### src/rtl/levdist_pkg.sv
// ----------------------------------------------------------------------------
// levdist_pkg
// Shared constants, opcodes and controller/datapath interface structs for the
// edit distance engine.
// ----------------------------------------------------------------------------
package levdist_pkg;

  localparam int MAX_LEN_DEF   = 64;
  localparam int CHAR_BITS_DEF = 8;
  localparam int OP_W          = 2;
  localparam int CODE_W        = 8;
  localparam int FIELD_W       = 7;

  typedef enum logic [OP_W-1:0] {
    OP_CLEAR         = 2'd0,
    OP_APPEND_FIRST  = 2'd1,
    OP_APPEND_SECOND = 2'd2,
    OP_QUERY         = 2'd3
  } op_t;

  // controller -> datapath
  typedef struct packed {
    logic clear;
    logic app1;
    logic drop;
    logic walk_start;
    logic rd_issue;
    logic wr_step;
    logic walk_end;
    logic q_rd;
    logic q_load;
  } cmd_t;

  // datapath -> controller
  typedef struct packed {
    logic fc_full;
    logic fc_zero;
    logic sc_full;
    logic sc_zero;
    logic rd_done;
  } status_t;

endpackage

### src/rtl/levdist_dp.sv
// ----------------------------------------------------------------------------
// levdist_dp
// Datapath: first-string store, cost row store, length counters, drop flag,
// one DP cell update per cycle and the result register.
// ----------------------------------------------------------------------------
module levdist_dp #(
  parameter int MAX_LEN   = levdist_pkg::MAX_LEN_DEF,
  parameter int CHAR_BITS = levdist_pkg::CHAR_BITS_DEF
) (
  input  logic                               clk,
  input  logic                               rst_n,
  input  levdist_pkg::cmd_t                  cmd,
  input  logic [levdist_pkg::CODE_W-1:0]     in_char_code,
  output levdist_pkg::status_t               status,
  output logic [levdist_pkg::FIELD_W-1:0]    out_distance,
  output logic [levdist_pkg::FIELD_W-1:0]    out_first_length,
  output logic [levdist_pkg::FIELD_W-1:0]    out_second_length,
  output logic                               out_input_dropped
);

  localparam int CNT_W = $clog2(MAX_LEN + 1);
  localparam int IDX_W = (MAX_LEN > 1) ? $clog2(MAX_LEN) : 1;

  // Entry i of the cost row (i >= 1) lives at address i-1; entry 0 always
  // equals the second-string length, so it is not stored.
  logic [CHAR_BITS-1:0] first_chars_r [MAX_LEN];
  logic [CNT_W-1:0]     cost_row_r    [MAX_LEN];

  logic [CNT_W-1:0]     fc_r, sc_r, rd_cnt_r;
  logic                 dropped_r;
  logic [IDX_W-1:0]     wr_idx_r;
  logic [CNT_W-1:0]     diag_r, left_r;
  logic [CHAR_BITS-1:0] char_r;
  logic [CHAR_BITS-1:0] char_rd_r;
  logic [CNT_W-1:0]     cost_rd_r;

  logic [levdist_pkg::FIELD_W-1:0] dist_r, flen_r, slen_r;
  logic                            drop_out_r;

  logic [CHAR_BITS-1:0] char_in;
  logic [IDX_W-1:0]     fc_idx;
  logic [IDX_W-1:0]     rd_addr;
  logic                 rd_en;
  logic [CNT_W:0]       up_cost, left_cost, diag_cost, min_ul, cell_full;
  logic [CNT_W-1:0]     cell_val;

  assign char_in = CHAR_BITS'(in_char_code);
  assign fc_idx  = fc_r[IDX_W-1:0];

  assign rd_en   = cmd.rd_issue || (cmd.q_rd && !status.fc_zero);
  assign rd_addr = cmd.q_rd ? IDX_W'(fc_r - 1'b1) : rd_cnt_r[IDX_W-1:0];

  // DP cell: min of above+1, left+1, diagonal+mismatch
  always_comb begin
    up_cost   = {1'b0, cost_rd_r} + 1'b1;
    left_cost = {1'b0, left_r} + 1'b1;
    diag_cost = {1'b0, diag_r} + (CNT_W + 1)'(char_rd_r != char_r);
    min_ul    = (up_cost < left_cost) ? up_cost : left_cost;
    cell_full = (min_ul < diag_cost) ? min_ul : diag_cost;
    cell_val  = cell_full[CNT_W-1:0];
  end

  assign status.fc_full = (fc_r == CNT_W'(MAX_LEN));
  assign status.fc_zero = (fc_r == '0);
  assign status.sc_full = (sc_r == CNT_W'(MAX_LEN));
  assign status.sc_zero = (sc_r == '0);
  assign status.rd_done = (rd_cnt_r == fc_r);

  always_ff @(posedge clk) begin
    if (cmd.app1) begin
      first_chars_r[fc_idx] <= char_in;
    end
    if (rd_en) begin
      char_rd_r <= first_chars_r[rd_addr];
    end
  end

  always_ff @(posedge clk) begin
    if (cmd.app1) begin
      cost_row_r[fc_idx] <= fc_r + 1'b1;
    end else if (cmd.wr_step) begin
      cost_row_r[wr_idx_r] <= cell_val;
    end
    if (rd_en) begin
      cost_rd_r <= cost_row_r[rd_addr];
    end
  end

  always_ff @(posedge clk) begin
    if (!rst_n) begin
      fc_r      <= '0;
      sc_r      <= '0;
      dropped_r <= 1'b0;
      rd_cnt_r  <= '0;
    end else begin
      if (cmd.clear) begin
        fc_r      <= '0;
        sc_r      <= '0;
        dropped_r <= 1'b0;
      end
      if (cmd.app1) begin
        fc_r <= fc_r + 1'b1;
      end
      if (cmd.drop) begin
        dropped_r <= 1'b1;
      end
      if (cmd.walk_end) begin
        sc_r <= sc_r + 1'b1;
      end
      if (cmd.walk_start) begin
        rd_cnt_r <= '0;
      end else if (cmd.rd_issue) begin
        rd_cnt_r <= rd_cnt_r + 1'b1;
      end
    end
  end

  always_ff @(posedge clk) begin
    if (cmd.walk_start) begin
      char_r <= char_in;
      diag_r <= sc_r;
      left_r <= sc_r + 1'b1;
    end else if (cmd.wr_step) begin
      diag_r <= cost_rd_r;
      left_r <= cell_val;
    end
    if (cmd.rd_issue) begin
      wr_idx_r <= rd_cnt_r[IDX_W-1:0];
    end
    if (cmd.q_load) begin
      dist_r     <= status.fc_zero ? levdist_pkg::FIELD_W'(sc_r)
                                   : levdist_pkg::FIELD_W'(cost_rd_r);
      flen_r     <= levdist_pkg::FIELD_W'(fc_r);
      slen_r     <= levdist_pkg::FIELD_W'(sc_r);
      drop_out_r <= dropped_r;
    end
  end

  assign out_distance      = dist_r;
  assign out_first_length  = flen_r;
  assign out_second_length = slen_r;
  assign out_input_dropped = drop_out_r;

endmodule

### src/rtl/levdist_ctrl.sv
// ----------------------------------------------------------------------------
// levdist_ctrl
// Controller: decodes accepted transactions, sequences the cost row walk and
// owns the result valid flag.
// ----------------------------------------------------------------------------
module levdist_ctrl (
  input  logic                            clk,
  input  logic                            rst_n,
  input  logic                            in_valid,
  output logic                            in_ready,
  input  logic [levdist_pkg::OP_W-1:0]    in_opcode,
  output logic                            out_valid,
  input  logic                            out_ready,
  input  levdist_pkg::status_t            status,
  output levdist_pkg::cmd_t               cmd
);

  typedef enum logic [2:0] {
    S_IDLE = 3'b001,
    S_WALK = 3'b010,
    S_QOUT = 3'b100
  } state_t;

  state_t           state_r, state_nxt;
  logic             pend_r, pend_nxt;
  logic             out_valid_r, out_valid_nxt;
  logic             accept;
  levdist_pkg::op_t op;

  assign in_ready  = (state_r == S_IDLE);
  assign out_valid = out_valid_r;
  assign accept    = in_valid && in_ready;
  assign op        = levdist_pkg::op_t'(in_opcode);

  always_comb begin
    cmd       = '0;
    state_nxt = state_r;
    unique case (state_r)
      S_IDLE: begin
        if (accept) begin
          unique case (op)
            levdist_pkg::OP_CLEAR: begin
              cmd.clear = 1'b1;
            end
            levdist_pkg::OP_APPEND_FIRST: begin
              if (status.fc_full || !status.sc_zero) begin
                cmd.drop = 1'b1;
              end else begin
                cmd.app1 = 1'b1;
              end
            end
            levdist_pkg::OP_APPEND_SECOND: begin
              if (status.sc_full) begin
                cmd.drop = 1'b1;
              end else begin
                cmd.walk_start = 1'b1;
                state_nxt      = S_WALK;
              end
            end
            levdist_pkg::OP_QUERY: begin
              cmd.q_rd  = 1'b1;
              state_nxt = S_QOUT;
            end
          endcase
        end
      end
      S_WALK: begin
        // read one entry ahead, write back the entry read last cycle
        cmd.rd_issue = !status.rd_done;
        cmd.wr_step  = pend_r;
        if (status.rd_done && !pend_r) begin
          cmd.walk_end = 1'b1;
          state_nxt    = S_IDLE;
        end
      end
      S_QOUT: begin
        if (!out_valid_r || out_ready) begin
          cmd.q_load = 1'b1;
          state_nxt  = S_IDLE;
        end
      end
      default: begin
        state_nxt = S_IDLE;
      end
    endcase
  end

  always_comb begin
    pend_nxt = cmd.rd_issue;
    if (cmd.q_load) begin
      out_valid_nxt = 1'b1;
    end else if (out_ready) begin
      out_valid_nxt = 1'b0;
    end else begin
      out_valid_nxt = out_valid_r;
    end
  end

  always_ff @(posedge clk) begin
    if (!rst_n) begin
      state_r     <= S_IDLE;
      pend_r      <= 1'b0;
      out_valid_r <= 1'b0;
    end else begin
      state_r     <= state_nxt;
      pend_r      <= pend_nxt;
      out_valid_r <= out_valid_nxt;
    end
  end

endmodule

### src/rtl/levenshtein_distance.sv
// ----------------------------------------------------------------------------
// levenshtein_distance
// Edit distance engine: clear, append to first/second string, query.
// Clear and first-string append take effect on acceptance; a second-string
//   append walks the cost row, one entry per cycle through the memory
//   read/write pair; a query reads the last cost row entry and loads the
//   result register once no earlier result waits, then accepts input again.
// Throughput: one transaction at a time; a waiting result holds a query but
//   does not block clears or appends. Reset (synchronous, rst_n low) empties
//   both strings and the drop flag at once; no memory sweep is needed.
// ----------------------------------------------------------------------------
module levenshtein_distance #(
  parameter int MAX_LEN   = levdist_pkg::MAX_LEN_DEF,
  parameter int CHAR_BITS = levdist_pkg::CHAR_BITS_DEF
) (
  input  logic                            clk,
  input  logic                            rst_n,
  input  logic                            in_valid,
  output logic                            in_ready,
  input  logic [levdist_pkg::OP_W-1:0]    in_opcode,
  input  logic [levdist_pkg::CODE_W-1:0]  in_char_code,
  output logic                            out_valid,
  input  logic                            out_ready,
  output logic [levdist_pkg::FIELD_W-1:0] out_distance,
  output logic [levdist_pkg::FIELD_W-1:0] out_first_length,
  output logic [levdist_pkg::FIELD_W-1:0] out_second_length,
  output logic                            out_input_dropped
);

  levdist_pkg::cmd_t    cmd;
  levdist_pkg::status_t status;

  levdist_ctrl u_ctrl (
    .clk       (clk),
    .rst_n     (rst_n),
    .in_valid  (in_valid),
    .in_ready  (in_ready),
    .in_opcode (in_opcode),
    .out_valid (out_valid),
    .out_ready (out_ready),
    .status    (status),
    .cmd       (cmd)
  );

  levdist_dp #(
    .MAX_LEN   (MAX_LEN),
    .CHAR_BITS (CHAR_BITS)
  ) u_dp (
    .clk               (clk),
    .rst_n             (rst_n),
    .cmd               (cmd),
    .in_char_code      (in_char_code),
    .status            (status),
    .out_distance      (out_distance),
    .out_first_length  (out_first_length),
    .out_second_length (out_second_length),
    .out_input_dropped (out_input_dropped)
  );

  a_query_blocks: assert property (@(posedge clk) disable iff (!rst_n)
    in_valid && in_ready && (in_opcode == levdist_pkg::OP_QUERY) |=> !in_ready)
    else $error("query transaction did not hold off input");

  a_walk_busy: assert property (@(posedge clk) disable iff (!rst_n)
    cmd.wr_step |-> !in_ready && !cmd.app1)
    else $error("cost row write outside the walk");

  a_walk_end: assert property (@(posedge clk) disable iff (!rst_n)
    cmd.walk_end |=> in_ready)
    else $error("walk end did not return to idle");

endmodule

### config.mk
export PLATFORM = sky130hd
export DESIGN_NAME = levenshtein_distance
export DESIGN_NICKNAME = d
export VERILOG_FILES = /design/src/rtl/levdist_pkg.sv /design/src/rtl/levdist_dp.sv /design/src/rtl/levdist_ctrl.sv /design/src/rtl/levenshtein_distance.sv
export SDC_FILE = /design/constraint.sdc
export NUM_CORES = 1
export LEC_CHECK = 0
export BUFFER_PORTS_ARGS = -buffer_cell sky130_fd_sc_hd__clkbuf_2
export CORE_MARGIN = 10
export CORE_UTILIZATION = 34
export DETAILED_ROUTE_END_ITERATION = 10
export GPL_TIMING_DRIVEN = 0
export HOLD_SLACK_MARGIN = 0.12
export PLACE_DENSITY = 0.59
export SYNTH_ARGS = -nofsm -noshare
export SYNTH_HDL_FRONTEND = slang
export SYNTH_SLANG_ARGS = --single-unit
export TNS_END_PERCENT = 50
### constraint.sdc
create_clock -name clk -period 10.6 [get_ports clk]
set_clock_uncertainty 0.1 [all_clocks]
set_input_delay 1.06 -clock clk [delete_from_list [all_inputs] [get_ports clk]]
set_output_delay 1.06 -clock clk [all_outputs]
set_load 0.02 [all_outputs]
# After elaboration in Yosys (flattened, before gate mapping)
# Memories as Yosys holds them, arrays and structs flattened. A register that Yosys moved wholly into a read port is not among the register bits.
# Index checks and enable logic that the tools add are counted.
# totals
mem_bits_rw	960
reg_bits	77
word_cells	110
mem_bits_ro	0
mem_count	2
latchBits	0
# mem_list
memory	words	word_bits	rd	rd_ports_with_merged_regs	write_ports	line	text
u_dp.first_chars_r	64	8	1	1	1	levdist_dp.sv:26	logic [CHAR_BITS-1:0] first_chars_r [MAX_LEN];
u_dp.cost_row_r	64	7	1	1	1	levdist_dp.sv:27	logic [CNT_W-1:0] cost_row_r [MAX_LEN];
# op_classes
mux	46
n_bitwise	1
reduce_logical	22
n_mul	0
order_cmp	2
shifts	0
eq_ne	15
div_mod_pow	0
addsub	7
# ops
cell	n
$mux W7	10
$mux W1	23
$add A7 B1 Y7 const B	3
$add A7 B1 Y8 const B	2
$lt A8 B8 Y1	2
$mux W3	5
$eq A7 B7 Y1 const B	2
$logic_not A7 Y1	2
$mux W6	2
$reduce_bool A2 Y1	5
$pmux W3 S3	1
$add A7 B1 Y8	1
$mux W4	2
$mux W8	1
$ne A8 B8 Y1	1
$eq A7 B7 Y1	1
$reduce_or A7 Y1	1
$ne A3 B3 Y1 const B	2
$pmux W3 S2	1
$sub A6 B1 Y6 const B	1
$logic_not A1 Y1	5
$reduce_and A5 Y1	1
$eq A2 B2 Y1 const B	2
$ne A2 B1 Y1 const B	2
11 further kinds	15

# Logic depth before layout (Yosys ltp)
# Gate-level depths: netlist of run 1.
# depth
depth_word	11
depth_mapped	20
ltp_nobuf	20

# By module
# From an unflattened synthesis of run 1, not the netlist that was laid out.
# hier_totals
cells_unflattened	2186
hier_area_um2	42829.8
# by_module_without_submodules
mod	n_inst	cells_per_inst	area_per_inst_um2
levdist_dp	1	2139	42443.2
levdist_ctrl	1	47	386.6

# Worst setup path before layout of run 1
# Ideal clock, no wire load.
# synth_path
path_kind	register to register
from	reg u_dp.left_r[0]
to	mem u_dp.cost_row_r[0][3] in the netlist's numbering (data pin)
path_stages_with_launch	21
path_slack_ps	3280
arrival_ps	6518
setup_ps	702
path_buffers	0
path_cell_list	edfxtp_1 -> ha_1 -> and3_1 -> nand3_1 -> xor2_1 -> ha_1 -> nand3_1 -> a21oi_1 -> nor4_1 -> a22oi_2 -> mux2_2 -> inv_1 -> ha_1 -> a21o_1 -> a211oi_1 -> nand2_1 -> o21ai_0 -> o31ai_4 -> nand2_1 -> o21ai_0 -> o21ai_0
# synth_via
elab_chain_cells	6
# synth_rtl
element	line	text
from (decl)	levdist_dp.sv:32	logic [CNT_W-1:0] diag_r, left_r;
from (signal assigned)	levdist_dp.sv:122	left_r <= sc_r + 1'b1;
from (signal assigned)	levdist_dp.sv:125	left_r <= cell_val;
$add A7 B1 Y8 (*)	levdist_dp.sv:56	left_cost = {1'b0, left_r} + 1'b1;
$lt A8 B8 Y1	levdist_dp.sv:58	min_ul = (up_cost < left_cost) ? up_cost : left_cost;
$mux W8 (*)	levdist_dp.sv:58	
$lt A8 B8 Y1	levdist_dp.sv:59	cell_full = (min_ul < diag_cost) ? min_ul : diag_cost;
$mux W7 (*)	levdist_dp.sv:59	
$mux W7 (no line) (*)	--	
to (decl)	levdist_dp.sv:27	
# Every way passes the cells marked *; elsewhere a longest branch is shown, timed or not.

# Worst setup path in the final report of run 1
# layout_path
from	reg u_dp.left_r[0]
to	mem u_dp.cost_row_r[17][3] in the netlist's numbering (data pin)
# The elaborated chain is that of the path after synthesis.

==> run_results.csv, run 1 <==
group,metric,value,unit
global_routing,grtUsageTotal,15.6,%
timing,min_period,6.19,ns
yosys,asyncSetResetFlopFracSynth,0,%
yosys,synth.distinct_cells,77,
power,vdd_ir_drop_max,0.129,mV
yosys,area_fraction_in_and_or_nand_and_nor_cells_after_synthesis,7.35,%
yosys,avgSynthCellArea,16.4,sq um
die,die_y,375,um
place,post_dp_cell_area,45500,sq um
power,net_switching,1.95,mW
worst_setup_path,cpLargestDelayFamily,"compound AO/OA/AOI/OAI gates",
power,power-per-cell-area,179,nW/um^2
power,p_int,6.83,mW
clock_network,cts-buffers-inserted,109,
finish,fin_area,49100,sq um
worst_setup_path,worstPathRequired,10.99,ns
yosys,synth_compound_area_share,6.02,%
die,core,125000,sq um
die,die-area,141000,sq um
yosys,synth-edff-count,1025,
yosys,post_synthesis_cell_area,42900,sq um
yosys,ys_seq_elements,1052,
die,start_util,34.2,%
worst_setup_path,crit_top_cell,"ha_1",
power,static-leakage-power,16.7,nW
finish,final_nets,2826,
route,drt.antenna.violating_nets,0,
job,maxCapViolations,0,
worst_setup_path,worst-path-buf-inv,2,
yosys,synth_top_family_by_area,"multiplexers",
finish,layout.cells.most_common_list,"1025 x edfxtp_1, 384 x nand2_1, 179 x nor2_1",
yosys,ys_seq_area_share,73.0,%
clock_network,cts.clk_slew.worst_paths,0.06,ns
power,sw_frac_of_total,22.2,%
route,post_drt_via_cell_ratio,5.27,
timing,drv_slew,0,
timing,timing.slew.headroom,6.99,%
worst_hold_path,worst_hold_startpoint,"u_dp.sc_r[6]",
yosys,synth.net_count,2660,
finish,post_route_cells_drive_above_1_share,15.3,%
clock_network,post_cts_buffers,0,
global_routing,grt_start_max_net_pins,66,
place,place.port_buffers,37,
timing,final.setup.worst_slack,4.41,ns
route,drt-pass1-iter-count,8,
timing,finalSetupViolations,0,
route,num_vias,23872,
clock_network,ctsHoldBuffers,0,
clock_network,ctsRootBufferMaster,"clkbuf_16",
finish,fillCellCount,11408,
route,avgRoutedWirePerCell,24.8,um
route,drtIter0Drc,2727,
yosys,synth.mux.area_fraction,9.20,%
die,top_ports,38,
timing,worst-slew-pin-transition,1.39,ns
worst_setup_path,startpoint_type,"register",
global_routing,grt_remaining_overflow,0,
power,p_clk_share,42.4,%
timing,finalHoldViolCount,0,
timing,sum_neg_setup_slack,0,ns
clock_network,tritoncts_clock_tree,"built",
yosys,yosys_warnings,0,
global_routing,grt_pass1_vias,23546,
clock_network,clockBufferDepth,3,
clock_network,cts.htree.levels,3,
yosys,share_of_the_synthesized_area_in_the_top_cell_type,71.7,%
timing,period_share,58.4,%
yosys,ys_top_cells_by_area,"edfxtp_1 72%, mux4_2 4.7%, nand2_1 3.4%, mux2i_1 2.3%, mux4_1 1.8%",
worst_setup_path,timing.setup.critical_path_class,"reg2reg",
timing,fmax,162,MHz
worst_setup_path,crit_chain,"ha_1 -> and3_1 -> nand3_1 -> xor2_1 -> ha_1 -> nand3_1 -> a21oi_1 -> nor4_1 -> a22oi_2 -> mux2_2 -> inv_1 -> ha_1 -> a21o_1 -> a211oi_1 -> nand2_1 -> o21ai_0 -> o31ai_4 -> nand2_1 -> o21ai_0 -> o21ai_4 -> buf_12",
route,drt_wl_total,112,mm
worst_setup_path,startpoint,"u_dp.left_r[0]",
place,gp_congestion,0.945,
worst_setup_path,crit_path_top_delay_cell,"o21ai_4",
clock_network,clock_insertion_delay_worst_skew,0.71,ns
finish,area_growth,14.4,%
yosys,synth_xor_area_share,0.980,%
global_routing,antenna_found_initial,1,
worst_setup_path,timing.critical_path.to_type,"register",
clock_network,cts.sinks,1052,
yosys,synthCells,2620,
worst_setup_path,critical_path_arrival,6.58,ns
die,dieWidth,375,um
power,share_seq_of_total_power,52.0,%
clock_network,post_cts.resized_instances,0,
finish,insertedDiodeCount,0,
die,rows,130,
place,place_ws,4.43,ns
outcome,status,"finished clean",
yosys,synth_area_leader_cell,"edfxtp_1",
yosys,synth_adder_area_share,0.758,%
global_routing,grt_first_pass_wirelength,163,mm
power,comb_power_share,5.6,%
power,power,8.78,mW
place,detailedPlacementHpwl,77.5,mm
worst_setup_path,timing.critical_path.fanout_max,33,
yosys,dominantRegCellSynth,"edfxtp_1",
timing,grt_setup_unrepaired,"false",
worst_hold_path,min-delay-path-class,"reg2reg",
worst_setup_path,crit_path_max_incr_delay,0.85,ns
route,remaining_drc_errors,0,
worst_setup_path,crit-reg2reg-launch,"u_dp.left_r[0]",
timing,hold_ws,0.331,ns
finish,most_frequent_standard_cell_in_the_layout_excluding_fill_and_tap_cells,"edfxtp_1",
==> per-stage QoR <==
| stage | util (%) | cells |
|---|---|---|
| finish | 39.1 | 4528 |
| global route | 39.1 | 4528 |
| CTS | 39.1 | 4524 |
| detailed placement | 36.3 | 4321 |
| global placement | 36.0 | 4307 |
| floorplan | - | 2620 |
==> power groups by stage <==
| stage | clock network [mW] | logic [mW] | registers (mW) |
|---|---|---|---|
| 3_5_place_dp | 0 | 0.483 | 4.65 |
| 5_1_grt | 3.94 | 0.520 | 4.56 |
| 4_1_cts | 3.78 | 0.484 | 4.56 |
| 3_3_place_gp | 0 | 0.472 | 4.65 |
| 2_1_floorplan | 0 | 0.276 | 4.65 |
| 6_report | 3.73 | 0.491 | 4.56 |
==> cell families after synthesis <==
family                   after synthesis
flip-flops                          1052
AND/OR/NAND/NOR                      735
AO/OA/AOI/OAI                        347
multiplexers                         231
buffers and inverters                181
XOR/XNOR                              48
adder cells (fa/ha/maj)               26
==> worst register-to-register path, cell delays in order (launching register included) <==
cell	delay (ns)
edfxtp_1	0.47
ha_1	0.26
and3_1	0.21
nand3_1	0.10
xor2_1	0.20
ha_1	0.29
nand3_1	0.09
a21oi_1	0.06
nor4_1	0.61
a22oi_2	0.31
mux2_2	0.36
inv_1	0.06
ha_1	0.23
a21o_1	0.18
a211oi_1	0.32
nand2_1	0.08
o21ai_0	0.31
o31ai_4	0.22
nand2_1	0.11
o21ai_0	0.26
o21ai_4	0.85
buf_12	0.28
==> sequential cells by signal, indices dropped and copies added, names as in the netlist, 7 cells and up <==
| signal | cells |
|---|---|
| u_dp.char_r | 8 |
| u_dp.char_rd_r | 8 |
| u_dp.cost_rd_r | 7 |
| u_dp.cost_row_r | 448 |
| u_dp.diag_r | 7 |
| u_dp.fc_r | 7 |
| u_dp.first_chars_r | 512 |
| u_dp.left_r | 7 |
| u_dp.out_distance | 7 |
| u_dp.out_first_length | 7 |
| u_dp.out_second_length | 7 |
| u_dp.rd_cnt_r | 7 |
| u_dp.sc_r | 7 |
==> cell type report <==
class,count,area [sq um],share of cell area [%]
sequential,1052,31300,63.8
multi-input combinational,1387,10500,21.5
clock inverter,61,588,1.20
inverter,28,105,0.214
buffer,153,1050,2.13
clock buffer,142,2900,5.92
timing repair buffer,55,514,1.05
tap,1650,2060,4.21
==> worst paths after layout <==
path / end / slack, ns / depth (start not counted)
worst max register to register: u_dp.cost_row_r[17][3] / 4.41 / 21
worst min register to register: u_dp.out_second_length[6] / 0.33 / 0
worst min-delay path: u_dp.out_second_length[6] / 0.33 / 0
worst max-delay path: u_dp.cost_row_r[17][3] / 4.41 / 21
==> layer usage <==
layer / part of all wire [%] / vias up / global-route usage, % / wire length (um)
met3: 8.4 / 187 / 3.67 / 9430
li1: - / 10634 / - / -
met4: 3.0 / 0 / 4.84 / 3410
met1: 44 / 12095 / 21.7 / 48900
met2: 45 / 956 / 24.0 / 50500
met5: 0 / - / 0 / 0
==> cell usage after synthesis (7+ instances only) <==
master,instances
a211oi_1,17
a21oi_1,31
a222oi_1,15
a22o_1,45
a22oi_1,30
a311oi_1,15
a31oi_1,95
a32oi_1,47
and2_1,7
buf_12,7
buf_2,44
buf_4,21
buf_6,10
clkbuf_1,46
dfxtp_1,27
dlygate4sd1_1,9
edfxtp_1,1025
ha_1,26
inv_1,27
mux2_2,12
mux2i_1,98
mux4_1,30
mux4_2,90
nand2_1,384
nand3_1,92
nand3b_1,9
nand4_1,7
nor2_1,179
nor2b_1,8
nor3_1,7
nor4_1,8
o21ai_0,25
xnor2_1,16
xor2_1,32
No activity file was read; power rests on OpenSTA's default activity.
==> run 2: changes to the inputs <==
Settings changed: PLACE_DENSITY 0.59 to 0.61.
Clock period 10.6 ns to 5.5 ns, I/O delays scaled along.
==> run_results.csv, run 2 (synthesis results as in run 1) <==
group,metric,value,unit
outcome,status,"finished with violations",
outcome,violations,"max-capacitance violations, max-slew violations",
route,remaining_drc_errors,0,
timing,sum_neg_setup_slack,0,ns
global_routing,grt_first_pass_wirelength,166,mm
timing,drv_slew,14,
worst_hold_path,min-delay-path-class,"in2reg",
place,gp_congestion,0.887,
global_routing,grtUsageTotal,15.9,%
timing,timing.slew.headroom,-4.75,%
route,num_vias,24619,
finish,regMostFlops,"u_dp.first_chars_r",
die,core,125000,sq um
timing,period_share,96.7,%
route,drt-pass1-iter-count,6,
worst_setup_path,timing.critical_path.to_type,"register",
die,top_ports,38,
die,start_util,34.2,%
place,detailedPlacementHpwl,76.8,mm
finish,fin_cells,4576,
route,avgRoutedWirePerCell,25.3,um
finish,area_growth,15.9,%
job,maxCapViolations,1,
clock_network,cts-buffers-inserted,107,
global_routing,antenna_found_initial,0,
power,static-leakage-power,17.0,nW
clock_network,cts.sinks,1052,
timing,finalHoldViolCount,0,
place,post-place-cells,4322,
timing,grt_setup_unrepaired,"true",
finish,max_ffs_per_register,512,
timing,finalSetupViolations,0,
timing,worst-slew-pin-transition,1.57,ns
clock_network,cts.htree.levels,3,
clock_network,clockBufferDepth,3,
finish,post_route_cells_drive_above_1_share,16.8,%
die,rows,130,
finish,fillCellCount,11246,
die,die-area,141000,sq um
worst_setup_path,timing.setup.critical_path_class,"reg2reg",
place,place_ws,-0.828,ns
timing,min_period,5.32,ns
route,post_drt_via_cell_ratio,5.38,
clock_network,tritoncts_clock_tree,"built",
global_routing,grt_pass1_vias,23696,
die,die_y,375,um
finish,final_nets,2879,
finish,layout.cells.most_common_list,"1025 x edfxtp_1, 383 x nand2_1, 178 x nor2_1",
clock_network,ctsRootBufferMaster,"clkbuf_16",
global_routing,grt_remaining_overflow,0,
timing,fmax,188,MHz
finish,reg.largest.list,"u_dp.first_chars_r (512), u_dp.cost_row_r (448)",
finish,most_frequent_standard_cell_in_the_layout_excluding_fill_and_tap_cells,"edfxtp_1",
clock_network,cts.clk_slew.worst_paths,0.06,ns
global_routing,grt_start_max_net_pins,66,
worst_setup_path,startpoint_type,"register",
worst_setup_path,worstPathRequired,5.82,ns
power,power-per-cell-area,339,nW/um^2
clock_network,clock_insertion_delay_worst_skew,0.70,ns
route,drt.antenna.violating_nets,0,
finish,utilization,39.7,%
timing,final.setup.worst_slack,0.181,ns
power,vdd_ir_drop_max,0.291,mV
place,place.port_buffers,37,
worst_setup_path,critical_path_arrival,5.64,ns
route,drt_wl_total,116,mm
route,drtIter0Drc,3086,
die,dieWidth,375,um
worst_setup_path,timing.critical_path.fanout_max,16,
[run 2: area by class of cell]
| cell class | instances | area (sq um) | area share, % |
|---|---|---|---|
| tap | 1650 | 2060 | 4.15 |
| antenna | 1 | 2.50 | 0.00503 |
| clock inverter | 64 | 583 | 1.17 |
| clock buffer | 131 | 2820 | 5.67 |
| buffer | 152 | 1040 | 2.10 |
| sequential | 1052 | 31300 | 63.0 |
| multi-input combinational | 1395 | 10700 | 21.6 |
| timing repair buffer | 103 | 1050 | 2.11 |
| inverter | 28 | 105 | 0.211 |
[run 2: final timing paths]
path / start / cells past startpoint / endpoint / slack (ns)
worst max-delay path: u_dp.cost_rd_r[2] / 23 / u_dp.cost_row_r[33][2] / 0.18
worst min-delay path: in_valid / 5 / u_ctrl.state_r[2] / 0.21
worst max register to register: u_dp.cost_rd_r[2] / 23 / u_dp.cost_row_r[33][2] / 0.18
worst min register to register: u_dp.sc_r[6] / 0 / u_dp.out_second_length[6] / 0.33
[run 2: worst max-delay path, cell delays in order, from the launching register on]
cell,delay (ns)
edfxtp_1,0.49
and3_1,0.29
nand3_1,0.12
xor2_1,0.20
inv_1,0.07
ha_1,0.31
nand2_1,0.09
nor4_1,0.28
nor4_2,0.10
a22oi_2,0.21
buf_4,0.21
mux2_2,0.39
inv_1,0.07
ha_1,0.13
a21o_1,0.10
a211oi_1,0.09
a21oi_1,0.20
nand4_1,0.22
o31ai_4,0.44
buf_6,0.20
mux2i_4,0.32
buf_6,0.19
o21ai_4,0.07
buf_12,0.19
[run 2: repair_timing]
action / 4_1_cts / 5_1_grt
endpoints found under the setup margin: 449 / 450
hold buffers: 2 / 0
cloned: 8 / 0
endpoints found under the hold margin: 4 / 0
buffers inserted: 19 / 25
pin swaps: 9 / 6
resized for setup: 18 / 10
[run 2: through the flow]
stage | area, sq um | hold WS [ns] | total power [mW]
5_1_grt | 49700 | 0.215 | 17.3
3_3_place_gp | 45200 | 0.315 | 9.86
3_5_place_dp | 45500 | 0.315 | 9.88
2_1_floorplan | 42900 | 0.303 | 9.49
4_1_cts | 49300 | 0.176 | 16.9
6_report | 49700 | 0.210 | 16.9
[run 2: per-layer routing]
| metal | track usage, % | up-vias | part of all wire, % |
|---|---|---|---|
| li1 | - | 10748 | - |
| met2 | 23.9 | 1282 | 44 |
| met5 | 0 | - | 0 |
| met1 | 22.3 | 12392 | 42 |
| met3 | 4.09 | 197 | 11 |
| met4 | 5.35 | 0 | 3.4 |
[run 2: power by group]
part           internal, mW  switching (mW)
sequential             8.78          0.0116
clock                  4.02            3.04
combinational         0.346           0.677
total                  13.1            3.73
